File: src/rtl/core/lpbu_pkg.sv
// ----------------------------------------------------------------------------
// lpbu_pkg
// Shared types and constants of the length-prefixed byte unstuffer.
// ----------------------------------------------------------------------------
`default_nettype none

package lpbu_pkg;

    localparam int LPBU_BYTE_W   = 8;
    localparam int LPBU_LEN_W    = 16;
    localparam int LPBU_CODE_W   = 2;

    // result queue; depth must be a power of two and hold at least two entries
    localparam int LPBU_Q_DEPTH  = 4;
    localparam int LPBU_Q_PTR_W  = $clog2(LPBU_Q_DEPTH);
    localparam int LPBU_Q_CNT_W  = $clog2(LPBU_Q_DEPTH + 1);

    localparam logic [LPBU_BYTE_W-1:0] LPBU_ZERO_MARKER = 8'h00;
    localparam logic [LPBU_BYTE_W-1:0] LPBU_END_MARKER  = 8'hFF;
    localparam logic [LPBU_LEN_W-1:0]  LPBU_CAP_RESET   = 16'hFFFF;

    localparam logic KIND_DATA   = 1'b0;
    localparam logic KIND_STATUS = 1'b1;

    typedef enum logic [1:0] {
        PH_MARKER = 2'd0,
        PH_CHUNK  = 2'd1,
        PH_DONE   = 2'd2,
        PH_ERROR  = 2'd3
    } t_phase;

    typedef enum logic [LPBU_CODE_W-1:0] {
        ST_OK    = 2'd0,
        ST_ZERO  = 2'd1,
        ST_TRUNC = 2'd2,
        ST_CAP   = 2'd3
    } t_status;

    typedef struct packed {
        logic                   kind;
        logic [LPBU_BYTE_W-1:0] data;
        logic [LPBU_CODE_W-1:0] code;
        logic [LPBU_LEN_W-1:0]  len;
        logic                   last_of_run;
    } t_result;

    // results produced by one accepted request, first in r0
    typedef struct packed {
        logic [1:0] num;
        t_result    r0;
        t_result    r1;
    } t_push;

endpackage

`default_nettype wire

File: src/rtl/core/lpbu_if.sv
// ----------------------------------------------------------------------------
// lpbu_in_if / lpbu_out_if
// Valid/ready channels for stuffed input bytes and recovered results.
// ----------------------------------------------------------------------------
`default_nettype none

interface lpbu_in_if;
    logic       valid;
    logic       ready;
    logic [7:0] in_byte;
    logic       in_last;

    modport source (output valid, output in_byte, output in_last, input ready);
    modport sink   (input valid, input in_byte, input in_last, output ready);
endinterface

interface lpbu_out_if;
    logic        valid;
    logic        ready;
    logic        item_kind;
    logic [7:0]  out_byte;
    logic [1:0]  status_code;
    logic [15:0] frame_length;
    logic        last_of_run;

    modport source (output valid, output item_kind, output out_byte,
                    output status_code, output frame_length,
                    output last_of_run, input ready);
    modport sink   (input valid, input item_kind, input out_byte,
                    input status_code, input frame_length,
                    input last_of_run, output ready);
endinterface

`default_nettype wire

File: src/rtl/core/length_prefixed_byte_unstuffer.sv
// ----------------------------------------------------------------------------
// length_prefixed_byte_unstuffer
// Streaming deframer for length-prefixed stuffed frames.
// ----------------------------------------------------------------------------
// Takes one stuffed byte per cycle while i_in.ready is high. A byte is
// decoded in the cycle it is accepted and its results (none, a data byte,
// an end-of-frame status, or both) are registered into a four-entry result
// queue, which offers them on o_out in order. i_in.ready is high while the
// queue has at least two free entries, so with o_out.ready held high the
// block sustains one request per cycle; the final byte of a frame that also
// carries data yields two results, which leave the queue one at a time. Data
// bytes are delivered before the frame status is known: discard a frame's
// data when its status is not ok. output_capacity is written through
// i_cfg_wr_en/i_cfg_wr_data and applies from the next chunk marker.
// ----------------------------------------------------------------------------
`default_nettype none

module length_prefixed_byte_unstuffer (
    input  wire logic                            i_clk,
    input  wire logic                            i_rst_n,
    input  wire logic                            i_cfg_wr_en,
    input  wire logic [lpbu_pkg::LPBU_LEN_W-1:0] i_cfg_wr_data,
    lpbu_in_if.sink                              i_in,
    lpbu_out_if.source                           o_out
);
    import lpbu_pkg::*;

    logic    w_accept;
    logic    w_room;
    t_push   w_push;
    t_result w_head;

    // hold off requests while reset is applied
    assign i_in.ready = w_room && i_rst_n;
    assign w_accept   = i_in.valid && i_in.ready;

    lpbu_frame u_frame (
        .i_clk         (i_clk),
        .i_rst_n       (i_rst_n),
        .i_accept      (w_accept),
        .i_byte        (i_in.in_byte),
        .i_last        (i_in.in_last),
        .i_cfg_wr_en   (i_cfg_wr_en),
        .i_cfg_wr_data (i_cfg_wr_data),
        .o_push        (w_push)
    );

    lpbu_res_fifo u_fifo (
        .i_clk   (i_clk),
        .i_rst_n (i_rst_n),
        .i_push  (w_push),
        .o_room  (w_room),
        .o_valid (o_out.valid),
        .o_head  (w_head),
        .i_pop   (o_out.ready)
    );

    assign o_out.item_kind    = w_head.kind;
    assign o_out.out_byte     = w_head.data;
    assign o_out.status_code  = w_head.code;
    assign o_out.frame_length = w_head.len;
    assign o_out.last_of_run  = w_head.last_of_run;

endmodule

`default_nettype wire

File: src/rtl/core/lpbu_frame.sv
// ----------------------------------------------------------------------------
// lpbu_frame
// Frame state and per-byte decode: turns one stuffed byte into zero, one or
// two results.
// ----------------------------------------------------------------------------
`default_nettype none

module lpbu_frame (
    input  wire logic                        i_clk,
    input  wire logic                        i_rst_n,
    input  wire logic                        i_accept,
    input  wire logic [lpbu_pkg::LPBU_BYTE_W-1:0] i_byte,
    input  wire logic                        i_last,
    input  wire logic                        i_cfg_wr_en,
    input  wire logic [lpbu_pkg::LPBU_LEN_W-1:0]  i_cfg_wr_data,
    output lpbu_pkg::t_push                  o_push
);
    import lpbu_pkg::*;

    t_phase                 r_phase, n_phase, s_phase;
    logic [LPBU_BYTE_W-1:0] r_remaining, n_remaining, s_remaining;
    logic [LPBU_LEN_W-1:0]  r_count, n_count, s_count;
    t_status                r_error, n_error, s_error;
    logic [LPBU_LEN_W-1:0]  r_capacity;

    logic                   w_emit;
    logic [LPBU_LEN_W:0]    w_sum;
    t_status                w_code;

    assign w_emit = (r_phase == PH_CHUNK) && (r_error == ST_OK);
    assign w_sum  = {1'b0, r_count} + {{(LPBU_LEN_W-LPBU_BYTE_W+1){1'b0}}, i_byte};

    // effect of the byte itself, before frame end is applied
    always_comb begin
        s_phase     = r_phase;
        s_remaining = r_remaining;
        s_count     = r_count;
        s_error     = r_error;
        case (r_phase)
            PH_MARKER: begin
                if (i_byte == LPBU_ZERO_MARKER) begin
                    s_error = ST_ZERO;
                    s_phase = PH_ERROR;
                end else if (i_byte == LPBU_END_MARKER) begin
                    s_phase = PH_DONE;
                end else begin
                    if (w_sum > {1'b0, r_capacity}) begin
                        s_error = ST_CAP;
                    end
                    s_remaining = i_byte;
                    s_phase     = PH_CHUNK;
                end
            end
            PH_CHUNK: begin
                if (w_emit) begin
                    s_count = r_count + LPBU_LEN_W'(1);
                end
                s_remaining = r_remaining - LPBU_BYTE_W'(1);
                if (s_remaining == '0) begin
                    s_phase = (r_error != ST_OK) ? PH_ERROR : PH_MARKER;
                end
            end
            default: begin
            end
        endcase
    end

    always_comb begin
        case (s_phase)
            PH_CHUNK: w_code = ST_TRUNC;
            PH_ERROR: w_code = s_error;
            default:  w_code = ST_OK;
        endcase
    end

    // next state: frame end clears everything
    always_comb begin
        n_phase     = r_phase;
        n_remaining = r_remaining;
        n_count     = r_count;
        n_error     = r_error;
        if (i_accept) begin
            if (i_last) begin
                n_phase     = PH_MARKER;
                n_remaining = '0;
                n_count     = '0;
                n_error     = ST_OK;
            end else begin
                n_phase     = s_phase;
                n_remaining = s_remaining;
                n_count     = s_count;
                n_error     = s_error;
            end
        end
    end

    // results of this request
    always_comb begin
        t_result data_res;
        t_result stat_res;
        data_res             = '0;
        data_res.kind        = KIND_DATA;
        data_res.data        = i_byte;
        data_res.last_of_run = !i_last;
        stat_res             = '0;
        stat_res.kind        = KIND_STATUS;
        stat_res.code        = w_code;
        stat_res.len         = (w_code == ST_OK) ? s_count : '0;
        stat_res.last_of_run = 1'b1;

        o_push     = '0;
        o_push.num = i_accept ? ({1'b0, w_emit} + {1'b0, i_last}) : 2'd0;
        o_push.r0  = w_emit ? data_res : stat_res;
        o_push.r1  = stat_res;
    end

    always_ff @(posedge i_clk) begin
        if (!i_rst_n) begin
            r_phase     <= PH_MARKER;
            r_remaining <= '0;
            r_count     <= '0;
            r_error     <= ST_OK;
            r_capacity  <= LPBU_CAP_RESET;
        end else begin
            r_phase     <= n_phase;
            r_remaining <= n_remaining;
            r_count     <= n_count;
            r_error     <= n_error;
            if (i_cfg_wr_en) begin
                r_capacity <= i_cfg_wr_data;
            end
        end
    end

    a_chunk_nonempty: assert property (@(posedge i_clk) disable iff (!i_rst_n)
        (r_phase == PH_CHUNK) |-> (r_remaining != '0))
        else $error("chunk phase with no bytes remaining");

    a_frame_end_clears: assert property (@(posedge i_clk) disable iff (!i_rst_n)
        (i_accept && i_last) |=> (r_phase == PH_MARKER && r_count == '0
                                  && r_error == ST_OK))
        else $error("frame state not cleared after final byte");

    a_error_phase_code: assert property (@(posedge i_clk) disable iff (!i_rst_n)
        (r_phase == PH_ERROR) |-> (r_error != ST_OK))
        else $error("error phase without an error code");

endmodule

`default_nettype wire

File: src/rtl/core/lpbu_res_fifo.sv
// ----------------------------------------------------------------------------
// lpbu_res_fifo
// Small result queue: takes up to two results per cycle, hands out one.
// ----------------------------------------------------------------------------
`default_nettype none

module lpbu_res_fifo (
    input  wire logic             i_clk,
    input  wire logic             i_rst_n,
    input  wire lpbu_pkg::t_push  i_push,
    output logic                  o_room,
    output logic                  o_valid,
    output lpbu_pkg::t_result     o_head,
    input  wire logic             i_pop
);
    import lpbu_pkg::*;

    t_result                 r_mem [LPBU_Q_DEPTH];
    logic [LPBU_Q_PTR_W-1:0] r_wr_ptr, n_wr_ptr;
    logic [LPBU_Q_PTR_W-1:0] r_rd_ptr, n_rd_ptr;
    logic [LPBU_Q_CNT_W-1:0] r_count, n_count;
    logic                    w_pop;
    logic [LPBU_Q_PTR_W-1:0] w_wr_ptr1;

    assign o_valid   = (r_count != '0);
    assign o_head    = r_mem[r_rd_ptr];
    assign o_room    = (r_count <= LPBU_Q_CNT_W'(LPBU_Q_DEPTH - 2));
    assign w_pop     = i_pop && o_valid;
    assign w_wr_ptr1 = r_wr_ptr + LPBU_Q_PTR_W'(1);

    always_comb begin
        n_wr_ptr = r_wr_ptr + LPBU_Q_PTR_W'(i_push.num);
        n_rd_ptr = r_rd_ptr + LPBU_Q_PTR_W'(w_pop);
        n_count  = r_count + LPBU_Q_CNT_W'(i_push.num) - LPBU_Q_CNT_W'(w_pop);
    end

    always_ff @(posedge i_clk) begin
        if (i_push.num != 2'd0) begin
            r_mem[r_wr_ptr] <= i_push.r0;
        end
        if (i_push.num == 2'd2) begin
            r_mem[w_wr_ptr1] <= i_push.r1;
        end
    end

    always_ff @(posedge i_clk) begin
        if (!i_rst_n) begin
            r_wr_ptr <= '0;
            r_rd_ptr <= '0;
            r_count  <= '0;
        end else begin
            r_wr_ptr <= n_wr_ptr;
            r_rd_ptr <= n_rd_ptr;
            r_count  <= n_count;
        end
    end

    a_no_overflow: assert property (@(posedge i_clk) disable iff (!i_rst_n)
        r_count <= LPBU_Q_CNT_W'(LPBU_Q_DEPTH))
        else $error("result queue overflow");

    a_push_has_room: assert property (@(posedge i_clk) disable iff (!i_rst_n)
        (i_push.num != 2'd0) |-> o_room)
        else $error("results pushed without room");

    a_ptr_track: assert property (@(posedge i_clk) disable iff (!i_rst_n)
        (r_count == '0 || r_count == LPBU_Q_CNT_W'(LPBU_Q_DEPTH))
            |-> (r_wr_ptr == r_rd_ptr))
        else $error("queue pointers disagree with fill count");

endmodule

`default_nettype wire
File: src/flat_wrapper.sv
// flat-port wrapper written by rule: the top's interface ports become plain ports
module length_prefixed_byte_unstuffer_flat import lpbu_pkg::*;
  (i_clk, i_rst_n, i_cfg_wr_en, i_cfg_wr_data, i_in_valid, i_in_in_byte, i_in_in_last, i_in_ready, o_out_valid, o_out_item_kind, o_out_out_byte, o_out_status_code, o_out_frame_length, o_out_last_of_run, o_out_ready);
  lpbu_in_if i_in_i ();
  lpbu_out_if o_out_i ();
  input  wire logic i_clk;
  input  wire logic i_rst_n;
  input  wire logic i_cfg_wr_en;
  input  wire logic [lpbu_pkg::LPBU_LEN_W-1:0] i_cfg_wr_data;
  input wire logic [$bits(i_in_i.valid)-1:0] i_in_valid;
  input wire logic [$bits(i_in_i.in_byte)-1:0] i_in_in_byte;
  input wire logic [$bits(i_in_i.in_last)-1:0] i_in_in_last;
  output wire logic [$bits(i_in_i.ready)-1:0] i_in_ready;
  output wire logic [$bits(o_out_i.valid)-1:0] o_out_valid;
  output wire logic [$bits(o_out_i.item_kind)-1:0] o_out_item_kind;
  output wire logic [$bits(o_out_i.out_byte)-1:0] o_out_out_byte;
  output wire logic [$bits(o_out_i.status_code)-1:0] o_out_status_code;
  output wire logic [$bits(o_out_i.frame_length)-1:0] o_out_frame_length;
  output wire logic [$bits(o_out_i.last_of_run)-1:0] o_out_last_of_run;
  input wire logic [$bits(o_out_i.ready)-1:0] o_out_ready;
  assign i_in_i.valid = i_in_valid;
  assign i_in_i.in_byte = i_in_in_byte;
  assign i_in_i.in_last = i_in_in_last;
  assign i_in_ready = i_in_i.ready;
  assign o_out_valid = o_out_i.valid;
  assign o_out_item_kind = o_out_i.item_kind;
  assign o_out_out_byte = o_out_i.out_byte;
  assign o_out_status_code = o_out_i.status_code;
  assign o_out_frame_length = o_out_i.frame_length;
  assign o_out_last_of_run = o_out_i.last_of_run;
  assign o_out_i.ready = o_out_ready;
  length_prefixed_byte_unstuffer u_core (.i_clk(i_clk), .i_rst_n(i_rst_n), .i_cfg_wr_en(i_cfg_wr_en), .i_cfg_wr_data(i_cfg_wr_data), .i_in(i_in_i), .o_out(o_out_i));
endmodule
File: config.mk
export PLATFORM = sky130hd
export DESIGN_NAME = length_prefixed_byte_unstuffer_flat
export DESIGN_NICKNAME = d
export VERILOG_FILES = /design/src/rtl/core/lpbu_pkg.sv /design/src/rtl/core/lpbu_if.sv /design/src/rtl/core/length_prefixed_byte_unstuffer.sv /design/src/rtl/core/lpbu_frame.sv /design/src/rtl/core/lpbu_res_fifo.sv /design/src/flat_wrapper.sv
export SDC_FILE = /design/constraint.sdc
export NUM_CORES = 1
export LEC_CHECK = 0
export ABC_CLOCK_PERIOD_IN_PS = 5560
export BUFFER_PORTS_ARGS = -buffer_cell sky130_fd_sc_hd__buf_2
export CAP_MARGIN = 30
export CORE_AREA = 2 2 129 131
export CTS_CLUSTER_DIAMETER = 120
export CTS_CLUSTER_SIZE = 24
export DETAILED_ROUTE_END_ITERATION = 8
export DIE_AREA = 0 0 131 133
export MAX_ROUTING_LAYER = met4
export PLACE_DENSITY = 0.73
export SETUP_SLACK_MARGIN = 0.3
export SLEW_MARGIN = 20
export SYNTH_ARGS = -nofsm -noshare
export SYNTH_HDL_FRONTEND = slang
export SYNTH_SLANG_ARGS = --single-unit
File: constraint.sdc
create_clock -name i_clk -period 5.56 [get_ports i_clk]
set_input_delay 1.112 -clock i_clk [delete_from_list [all_inputs] [get_ports i_clk]]
set_output_delay 1.112 -clock i_clk [all_outputs]
set_load 0.02 [all_outputs]
==> impl_metrics.csv, run 1 <==
group,metric,value,unit
power_and_ir_drop,powerDensity,336,nW/um^2
die,start_util,0.536,
run_status,outcome,"finished clean",
setup_path,crit_top_cell,"nand3_1",
synth,yosys.area.top_type,"edfxtp_1",
timing,post-route-worst-setup-slack,1.73,ns
synth,synth_area_leaders,"edfxtp_1, dfxtp_1, mux4_2",
grt,grt_pass1_vias,6041,
clock_network,clock_path_buffers,2,
clock_network,cts_setup_buffers,0,
routing,drt_iter0_markers,457,
synth,ys_warn_count,0,
power_and_ir_drop,peakVddDrop,0.231,mV
setup_path,criticalPathCategory,"input pin to flip-flop",
cells_and_area,antenna_cells,0,
timing,fmax,0.261,GHz
die,core_area,16200,um^2
synth,synth.top_cell.area_share,0.249,
placed_design,pre_cts_ws,1.36,ns
setup_path,reg2reg_depth,7,
hold_path,worstHoldPathType,"flip-flop to flip-flop",
setup_path,r2r_end,"u_core.u_fifo.r_mem[3][2]$_DFFE_PP_",
grt,grt_max_degree,65,
synth,yosysMostFrequentCell,"dfxtp_1",
setup_path,reg2reg_from,"u_core.u_frame.r_phase[0]$_SDFFE_PN0P_",
clock_network,h-tree-depth,4,
timing,min_period_over_period,0.688,
clock_network,clock-sinks,163,
synth,ys.flop_type,"dfxtp_1",
grt,grt_pass1_wl,32000,um
timing,rsz0062_at_grt,"false",
die,rows,47,
cells_and_area,nNetsFinal,943,
timing,hold_viol_final,0,
cells_and_area,syn_to_final_growth,11.3,%
cells_and_area,final_core_util,0.597,
synth,ys_top_cells_by_count,"dfxtp_1, nor3_1, edfxtp_1, nand2_1, nor2_1",
hold_path,hold_path.startpoint,"u_core.u_fifo.r_mem[0][27]$_SDFFE_PP1P_",
setup_path,crit_path_start_kind,"input pin",
setup_path,cp_slowest_cell,"fa_1",
placed_design,place_congestion,0.905,
setup_path,crit_required,5.88,ns
synth,syn_nets,905,
grt,antenna_found_initial,0,
cells_and_area,layout-drive-gt1-share,0.175,
timing,setup_violations,0,
synth,synth_edf_count,72,
synth,synth_cells,840,
grt,gr-total-overflow,0,
timing,period_needed,3.83,ns
routing,ant_nets,0,
routing,dr.pass1.iters,5,
synth,synth_area_per_cell,10.3,um^2
clock_network,insertion_delay,0.43,ns
clock_network,cts-buffers-inserted,17,
clock_network,clkTransAtPathRegs,0.06,ns
timing,fin_tns_setup,0,ns
cells_and_area,n_fill_cell,1368,
hold_path,whs_path_depth,2,
die,io_pins,60,
setup_path,slowest_delay,0.39,ns
hold_path,hold_end,"u_core.u_fifo.r_mem[0][27]$_SDFFE_PP1P_",
flow_run,drv_cap,0,
clock_network,cts_resized,0,
setup_path,arrival,4.14,ns
routing,routed_via_density,5.78,
timing,worst_slew_pin_slew,0.890,ns
die,fp.dieH,133,um
die,fp.dieArea,17400,um^2
grt,track_usage,0.247,
clock_network,cts_root_buf,"clkbuf_16",
setup_path,setup.worst_path.start,"i_in_in_byte[0]",
timing,fin_worst_skew,0.0103,ns
power_and_ir_drop,finalPower,3.25,mW
die,die_w,131,um
synth,synth-seq-cells,163,
routing,wl,19700,um
synth,synth_async_sr_flop_share,0,
synth,yosysSeqAreaShare,0.460,
clock_network,holdBufCountCts,0,
timing,final_max_slew_viol_count,0,
setup_path,path_cells,"buf_2 -> ha_1 -> inv_1 -> fa_1 -> nor2b_1 -> o21ai_0 -> a21oi_1 -> or2_1 -> nand3_1 -> xnor2_1 -> ha_1 -> nand3_1 -> nor3_1 -> a2111oi_0 -> o211ai_1 -> nand4_1 -> nand3_1",
clock_network,cts_tree,"built",
setup_path,path_max_fanout,6,
routing,drt-wirelength-per-cell,17.8,um
synth,yosysUniqueCellTypes,66,
timing,relSlewSlack,0.405,
setup_path,r2r_setup_slack,1.99,ns
routing,vias,6419,
power_and_ir_drop,p_leak,3.70,nW
placed_design,detailed_place_hpwl,13400,um
setup_path,end_kind,"flip-flop",
synth,synth_area,8670,um^2
routing,drc,0,
placed_design,port_buffers,59,
## worst max path at each step
stage,cells past startpoint,slack (ns),to
2_1_floorplan,16,1.87,u_core.u_frame.r_error[1]$_SDFFE_PN0P_
3_3_place_gp,17,1.46,u_core.u_frame.r_error[1]$_SDFFE_PN0P_
3_5_place_dp,17,1.36,u_core.u_frame.r_error[1]$_SDFFE_PN0P_
4_1_cts,17,1.78,u_core.u_frame.r_error[1]$_SDFFE_PN0P_
5_1_grt,17,1.36,u_core.u_frame.r_error[1]$_SDFFE_PN0P_
6_report,17,1.73,u_core.u_frame.r_error[1]$_SDFFE_PN0P_
## state kept, by name, summed over array words and instances, names as in the netlist
name	flops
u_core.u_fifo.r_count	3
u_core.u_fifo.r_mem	112
u_core.u_fifo.r_rd_ptr	2
u_core.u_fifo.r_wr_ptr	2
u_core.u_frame.r_capacity	16
u_core.u_frame.r_count	16
u_core.u_frame.r_error	2
u_core.u_frame.r_phase	2
u_core.u_frame.r_remaining	8
## area by class of cell
class / instances / area (um^2) / area share
clock buffer: 20 / 437 / 0.0453
multi-input combinational: 592 / 4310 / 0.447
timing repair buffer: 72 / 413 / 0.0428
tap: 220 / 275 / 0.0285
inverter: 32 / 120 / 0.0125
sequential: 163 / 3990 / 0.413
clock inverter: 12 / 108 / 0.0112
## through the flow
step                hold slack (ns)  cell area, um^2  std cells
finish                        0.464             9650       1111
global route                  0.490             9650       1111
CTS                           0.462             9630       1110
detailed placement            0.451             9090       1078
global placement              0.445             9060       1077
floorplan                     0.431             8670        840
## power breakdown
group,switching [mW],internal [mW]
clock,0.483,0.615
sequential,0.0800,1.33
combinational,0.412,0.330
## critical path, delay by kind of cell
kind / cells / cell delay [ns]
XOR/XNOR: 1 / 0.21
AND/OR/NAND/NOR: 7 / 0.82
adder cells (fa/ha/maj): 3 / 0.87
AO/OA/AOI/OAI: 4 / 0.92
buffers and inverters: 2 / 0.20
## cell families after synthesis
| family | after synthesis | synth area share |
|---|---|---|
| compound gates | 137 | 0.105 |
| xor+xnor | 39 | 0.0394 |
| fa+ha+maj | 35 | 0.0522 |
| buf+inv | 85 | 0.0440 |
| flops | 163 | 0.460 |
| mux | 62 | 0.112 |
| simple gates | 319 | 0.188 |
## routing by layer
metal / share of wire / up-vias / GRT usage
li1: - / 3142 / -
met4: 0.020 / 0 / 0.0839
met5: 0 / - / -
met2: 0.47 / 181 / 0.368
met1: 0.46 / 3073 / 0.335
met3: 0.053 / 23 / 0.0518
## cells in the final DEF, fill, tap and decap left out, types with 5 or more instances in the layout
master	count
and2_1	18
nand3_1	21
nor2b_1	11
a21o_1	10
nor2_2	5
or2_2	6
nand2b_1	5
nor3_2	9
nand4_1	9
clkinvlp_4	5
buf_4	11
inv_1	31
edfxtp_1	72
a21oi_1	21
ha_1	33
nor3_1	73
clkbuf_16	17
dfxtp_1	90
o22ai_1	5
xnor2_1	19
xor2_1	20
o211ai_1	18
mux2i_1	34
o21ai_1	10
o21ai_0	27
or3_1	6
buf_2	59
and3_1	7
a211oi_1	5
a21boi_1	7
mux4_2	28
nor2_1	62
nand2_1	67
Power figures use the tool's default switching activity.
==> run 2, diff against run 1 <==
--- a/config.mk
+++ b/config.mk
@@ -5,7 +5,7 @@
 export SDC_FILE = /design/constraint.sdc
 export NUM_CORES = 1
 export LEC_CHECK = 0
-export ABC_CLOCK_PERIOD_IN_PS = 5560
+export ABC_CLOCK_PERIOD_IN_PS = 3700
 export BUFFER_PORTS_ARGS = -buffer_cell sky130_fd_sc_hd__buf_2
 export CAP_MARGIN = 30
 export CORE_AREA = 2 2 129 131
==> constraint.sdc (replaced) <==
create_clock -name i_clk -period 3.7 [get_ports i_clk]
set_input_delay 0.74 -clock i_clk [delete_from_list [all_inputs] [get_ports i_clk]]
set_output_delay 0.74 -clock i_clk [all_outputs]
set_load 0.02 [all_outputs]
==> run 2 against run 1 <==
Sequential share of layout area fell by 0.54 points. Global-route usage rose by 0.40 points. Power rose by 53%. Via count rose by 2.4%. Die area did not move. Clock power rose by 57%. Flip-flop and latch count did not move. Cell count rose by 1.4%. Critical endpoint unchanged. Largest power group unchanged.
==> impl_metrics.csv, run 2 (synthesis results as in run 1) <==
group,metric,value,unit
timing,hold_ws,0.461,ns
clock_network,cts_root_buf,"clkbuf_16",
timing,fin_tns_setup,0,ns
timing,setup_violations,0,
routing,ant_nets,0,
setup_path,r2r_end,"u_core.u_frame.r_error[1]$_SDFFE_PN0P_",
die,die_w,131,um
setup_path,cp.depth,14,
setup_path,end_kind,"flip-flop",
setup_path,r2r_setup_slack,0.50,ns
routing,routed_via_density,5.84,
grt,track_usage,0.251,
setup_path,setup.worst_path.start,"u_core.u_frame.r_count[2]$_SDFFE_PN0P_",
setup_path,criticalPathCategory,"flip-flop to flip-flop",
cells_and_area,antenna_cells,0,
grt,antenna_found_initial,0,
power_and_ir_drop,net-switching-power,1.52,mW
die,rows,47,
timing,min_period_over_period,0.866,
power_and_ir_drop,seqPwrFrac,0.429,
cells_and_area,reg_top3,"u_core.u_fifo.r_mem x112, u_core.u_frame.r_capacity x16, u_core.u_frame.r_count x16",
power_and_ir_drop,p_sw_frac,0.308,
grt,grt_pass1_vias,6186,
setup_path,path_buf_inv,0,
grt,gr-total-overflow,0,
timing,period_needed,3.20,ns
placed_design,detailed_place_hpwl,13800,um
die,start_util,0.536,
die,fp.dieH,133,um
clock_network,clock-sinks,163,
setup_path,worstSetupEndpoint,"u_core.u_frame.r_error[1]$_SDFFE_PN0P_",
routing,dr.pass1.iters,5,
timing,fmax,0.312,GHz
cells_and_area,regMostFlops,"u_core.u_fifo.r_mem",
power_and_ir_drop,power.internal,3.43,mW
hold_path,worstHoldPathType,"flip-flop to flip-flop",
setup_path,path_cells,"ha_1 -> o21ai_0 -> o21ai_1 -> o311a_1 -> o21ai_1 -> nor2_1 -> xor2_1 -> ha_1 -> a21oi_1 -> nor2b_1 -> a2111oi_2 -> o211ai_1 -> nand4_1 -> nand3_1",
placed_design,port_buffers,59,
power_and_ir_drop,power_frac_comb,0.222,
timing,relSlewSlack,0.371,
cells_and_area,layout_commonest_cell,"dfxtp_1",
power_and_ir_drop,finalPower,4.95,mW
timing,worst_slew_pin_slew,0.943,ns
clock_network,cts-buffers-inserted,17,
clock_network,cts_tree,"built",
die,fp.dieArea,17400,um^2
die,io_pins,60,
clock_network,clock_path_buffers,2,
cells_and_area,nNetsFinal,958,
clock_network,insertion_delay,0.44,ns
clock_network,h-tree-depth,4,
routing,drt-wirelength-per-cell,17.9,um
die,core_area,16200,um^2
cells_and_area,layout-drive-gt1-share,0.199,
setup_path,arrival,3.53,ns
setup_path,slowest_delay,0.49,ns
setup_path,path_max_fanout,7,
clock_network,holdBufCountCts,0,
routing,vias,6574,
power_and_ir_drop,peakVddDrop,0.372,mV
routing,drc,0,
setup_path,crit_path_start_kind,"flip-flop",
timing,rsz0062_at_grt,"false",
routing,wl,20200,um
power_and_ir_drop,p_leak,3.79,nW
setup_path,cp_slowest_cell,"dfxtp_1",
cells_and_area,syn_to_final_growth,12.8,%
setup_path,crit_required,4.03,ns
timing,hold_viol_final,0,
clock_network,clkTransAtPathRegs,0.07,ns
flow_run,drv_cap,0,
timing,final_max_slew_viol_count,0,
run_status,outcome,"finished clean",
routing,drt_iter0_markers,470,
timing,fin_worst_skew,0.00836,ns
grt,grt_pass1_wl,32600,um
grt,grt_max_degree,65,
placed_design,place_congestion,0.889,
cells_and_area,mostFrequentLayoutCells,"dfxtp_1, nor3_1, edfxtp_1, nand2_1, nor2_1",
cells_and_area,largest_reg_flops,112,
setup_path,reg2reg_from,"u_core.u_frame.r_count[2]$_SDFFE_PN0P_",
power_and_ir_drop,pwr-share-clk,0.349,
setup_path,reg2reg_depth,14,
setup_path,path_delay_family,"compound AO/OA/AOI/OAI gates",
power_and_ir_drop,powerDensity,506,nW/um^2
[run 2: worst min path at each step]
stage | cells after the start | to | slack [ns] | start
6_report | 2 | u_core.u_fifo.r_mem[0][27]$_SDFFE_PP1P_ | 0.46 | u_core.u_fifo.r_mem[0][27]$_SDFFE_PP1P_
5_1_grt | 2 | u_core.u_fifo.r_mem[0][27]$_SDFFE_PP1P_ | 0.50 | u_core.u_fifo.r_mem[0][27]$_SDFFE_PP1P_
3_5_place_dp | 2 | u_core.u_fifo.r_mem[0][27]$_SDFFE_PP1P_ | 0.45 | u_core.u_fifo.r_mem[0][27]$_SDFFE_PP1P_
3_3_place_gp | 2 | u_core.u_fifo.r_mem[0][27]$_SDFFE_PP1P_ | 0.44 | u_core.u_fifo.r_mem[0][27]$_SDFFE_PP1P_
2_1_floorplan | 2 | u_core.u_fifo.r_mem[0][27]$_SDFFE_PP1P_ | 0.43 | u_core.u_fifo.r_mem[0][27]$_SDFFE_PP1P_
4_1_cts | 2 | u_core.u_fifo.r_mem[0][27]$_SDFFE_PP1P_ | 0.46 | u_core.u_fifo.r_mem[0][27]$_SDFFE_PP1P_
[run 2: through the flow]
| step | util | std cells | cell area [um^2] | setup slack, ns |
|---|---|---|---|---|
| 6_report | 0.605 | 1126 | 9780 | 0.497 |
| 3_5_place_dp | 0.567 | 1092 | 9180 | -0.0908 |
| 5_1_grt | 0.605 | 1126 | 9780 | 0.231 |
| 4_1_cts | 0.603 | 1124 | 9750 | 0.335 |
| 3_3_place_gp | 0.567 | 1092 | 9180 | 0.0260 |
| 2_1_floorplan | - | 840 | 8670 | 0.379 |
[run 2: repair_timing]
action | CTS | global route
buffers inserted | 0 | 2
endpoints found under the hold margin | 0 | 0
gates cloned | 0 | 0
pin swaps | 0 | 4
endpoints found under the setup margin | 2 | 2
gates resized for setup | 2 | 5
[run 2: metal layers]
metal | GRT usage | wire (um) | vias to the layer above
met1 | 0.338 | 8990 | 3156
met3 | 0.0469 | 1060 | 34
met5 | - | 0 | -
li1 | - | - | 3189
met4 | 0.0810 | 476 | 0
met2 | 0.383 | 9640 | 195
[run 2: tightest hold or removal path, cell delays in order (launching register included)]
cell     delay, ns
dfxtp_1       0.31
inv_1         0.05
o21ai_1       0.06
[run 2: final cells by class]
type                       instances  area (um^2)
timing repair buffer              87          505
sequential                       163         3990
multi-input combinational        592         4320
inverter                          32          120
fill                            1356         6390
clock buffer                      17          425
tap                              220          275
clock inverter                    15          149
[run 2: power groups by stage]
stage | Clock [mW] | Combinational [mW] | Sequential, mW
finish | 1.73 | 1.10 | 2.13
detailed placement | 0 | 1.10 | 2.17
global route | 1.82 | 1.21 | 2.15
CTS | 1.74 | 1.11 | 2.13
global placement | 0 | 1.09 | 2.16
floorplan | 0 | 0.872 | 2.07
==> run 3, diff against run 2 <==
--- a/config.mk
+++ b/config.mk
@@ -5,7 +5,7 @@
 export SDC_FILE = /design/constraint.sdc
 export NUM_CORES = 1
 export LEC_CHECK = 0
-export ABC_CLOCK_PERIOD_IN_PS = 3700
+export ABC_CLOCK_PERIOD_IN_PS = 3400
 export BUFFER_PORTS_ARGS = -buffer_cell sky130_fd_sc_hd__buf_2
 export CAP_MARGIN = 30
 export CORE_AREA = 2 2 129 131
==> constraint.sdc (replaced) <==
create_clock -name i_clk -period 3.4 [get_ports i_clk]
set_input_delay 0.68 -clock i_clk [delete_from_list [all_inputs] [get_ports i_clk]]
set_output_delay 0.68 -clock i_clk [all_outputs]
set_load 0.02 [all_outputs]
==> run 3 against run 2 <==
Flip-flop and latch count unchanged. Worst hold slack better by 0.0010 ns. Cell count up 1.6%. Die area unchanged. Wire length up 3.8%. Via count up 0.84%. Non-clock buffer count up 17. Sequential share of layout area down 1.0 points. Core utilization up 1.7 points.
==> impl_metrics.csv, run 3 (synthesis results as in run 1) <==
group,metric,value,unit
clock_network,insertion_delay,0.43,ns
clock_network,clock-sinks,163,
cells_and_area,n_fill_cell,1356,
die,rows,47,
cells_and_area,final_core_util,0.622,
placed_design,pre_cts_ws,-0.143,ns
cells_and_area,largest_reg_flops,112,
clock_network,clkTransAtPathRegs,0.06,ns
timing,rsz0062_at_grt,"true",
routing,ant_nets,0,
grt,track_usage,0.261,
die,core_area,16200,um^2
placed_design,place_congestion,0.927,
setup_path,slowest_delay,0.37,ns
cells_and_area,regMostFlops,"u_core.u_fifo.r_mem",
setup_path,arrival,3.33,ns
clock_network,clock_path_buffers,2,
setup_path,criticalPathCategory,"input pin to flip-flop",
setup_path,path_max_fanout,4,
die,die_w,131,um
flow_run,drv_cap,0,
setup_path,cp_slowest_cell,"o311a_1",
grt,gr-total-overflow,0,
setup_path,path_delay_family,"compound AO/OA/AOI/OAI gates",
routing,routed_via_density,5.79,
grt,grt_pass1_wl,33700,um
power_and_ir_drop,powerDensity,548,nW/um^2
clock_network,cts_root_buf,"clkbuf_16",
routing,wl,20900,um
die,fp.dieArea,17400,um^2
timing,final_max_slew_viol_count,0,
die,io_pins,60,
routing,drt-wirelength-per-cell,18.3,um
hold_path,worstHoldPathType,"flip-flop to flip-flop",
setup_path,path_buf_inv,2,
routing,drt_iter0_markers,523,
cells_and_area,reg_top3,"u_core.u_fifo.r_mem x112, u_core.u_frame.r_capacity x16, u_core.u_frame.r_count x16",
cells_and_area,layout-drive-gt1-share,0.234,
setup_path,path_cells,"buf_2 -> ha_4 -> a211oi_2 -> o21ai_2 -> o311a_1 -> o21ai_2 -> buf_4 -> xnor2_1 -> ha_1 -> nand3_2 -> nor3_2 -> a2111oi_2 -> o211ai_1 -> nand4_1 -> nand3_1",
setup_path,crit_path_start_kind,"input pin",
clock_network,cts-buffers-inserted,17,
cells_and_area,mostFrequentLayoutCells,"dfxtp_1, edfxtp_1, nor3_1, nand2_1, nor2_1",
timing,fmax,0.333,GHz
setup_path,crit_top_cell,"o21ai_2",
grt,grt_pass1_vias,6323,
power_and_ir_drop,p_leak,3.90,nW
timing,min_period_over_period,0.884,
timing,relSlewSlack,0.439,
timing,setup_violations,0,
grt,grt_max_degree,54,
die,fp.dieH,133,um
power_and_ir_drop,peakVddDrop,0.383,mV
clock_network,h-tree-depth,4,
power_and_ir_drop,finalPower,5.51,mW
routing,drc,0,
cells_and_area,syn_to_final_growth,16.0,%
grt,antenna_found_initial,1,
timing,post-route-worst-setup-slack,0.394,ns
placed_design,port_buffers,59,
timing,period_needed,3.01,ns
timing,worst_slew_pin_slew,0.836,ns
routing,vias,6629,
die,start_util,0.536,
timing,fin_worst_skew,0.0112,ns
cells_and_area,layout_commonest_cell,"dfxtp_1",
setup_path,end_kind,"flip-flop",
placed_design,detailed_place_hpwl,14800,um
run_status,outcome,"finished clean",
routing,dr.pass1.iters,5,
setup_path,crit_required,3.72,ns
timing,hold_viol_final,0,
cells_and_area,nNetsFinal,975,
clock_network,cts_tree,"built",
==> run 3: path summary, 6_finish.rpt <==
| check | start | slack (ns) | cells past startpoint | to |
|---|---|---|---|---|
| max | i_in_in_byte[1] | 0.39 | 15 | u_core.u_frame.r_error[1]$_SDFFE_PN0P_ |
| min | u_core.u_fifo.r_mem[0][27]$_SDFFE_PP1P_ | 0.46 | 2 | u_core.u_fifo.r_mem[0][27]$_SDFFE_PP1P_ |
| max reg2reg | u_core.u_frame.r_count[0]$_SDFFE_PN0P_ | 0.43 | 16 | u_core.u_frame.r_error[1]$_SDFFE_PN0P_ |
| min reg2reg | u_core.u_fifo.r_mem[0][27]$_SDFFE_PP1P_ | 0.46 | 2 | u_core.u_fifo.r_mem[0][27]$_SDFFE_PP1P_ |
==> run 3: timing repair <==
item | CTS | global route
hold buffers | 0 | 0
endpoints found under the setup margin | 2 | 59
buffers inserted | 0 | 1
pin swaps | 0 | 15
cloned | 0 | 0
resized for setup | 2 | 20
==> run 3: routing by layer <==
| metal | vias up | track usage | share of wire |
|---|---|---|---|
| met4 | 0 | 0.0934 | 0.023 |
| met1 | 3172 | 0.341 | 0.44 |
| met5 | - | - | 0 |
| met3 | 32 | 0.0518 | 0.052 |
| li1 | 3231 | - | - |
| met2 | 194 | 0.405 | 0.48 |
==> run 3: layout make-up <==
type / count / area, um^2 / share of cell area
Timing Repair Buffer: 104 / 646 / 0.0642
Tap cell: 220 / 275 / 0.0274
Sequential cell: 163 / 4000 / 0.397
Clock buffer: 17 / 425 / 0.0423
Clock inverter: 15 / 176 / 0.0175
Antenna cell: 1 / 2.50 / 0.000249
Inverter: 32 / 120 / 0.0119
Multi-Input combinational cell: 592 / 4420 / 0.439
==> run 3: tightest hold or removal path, stage by stage (launching register included) <==
cell,delay (ns)
dfxtp_1,0.31
inv_1,0.05
o21ai_1,0.06
==> run 3: per-stage QoR <==
step | instance area [um^2] | instances | TNS [ns] | hold slack [ns]
after global routing | 10100 | 1144 | 0 | 0.473
after global placement | 9370 | 1110 | -0.181 | 0.448
after floorplan | 8720 | 840 | 0 | 0.431
after CTS | 9980 | 1142 | 0 | 0.456
after detailed placement | 9370 | 1110 | -0.264 | 0.452
final | 10100 | 1144 | 0 | 0.462
==> run 3: power by group <==
group          internal (mW)  switching (mW)
combinational          0.551           0.677
sequential              2.17           0.147
clock                   1.16           0.810
total                   3.88            1.63
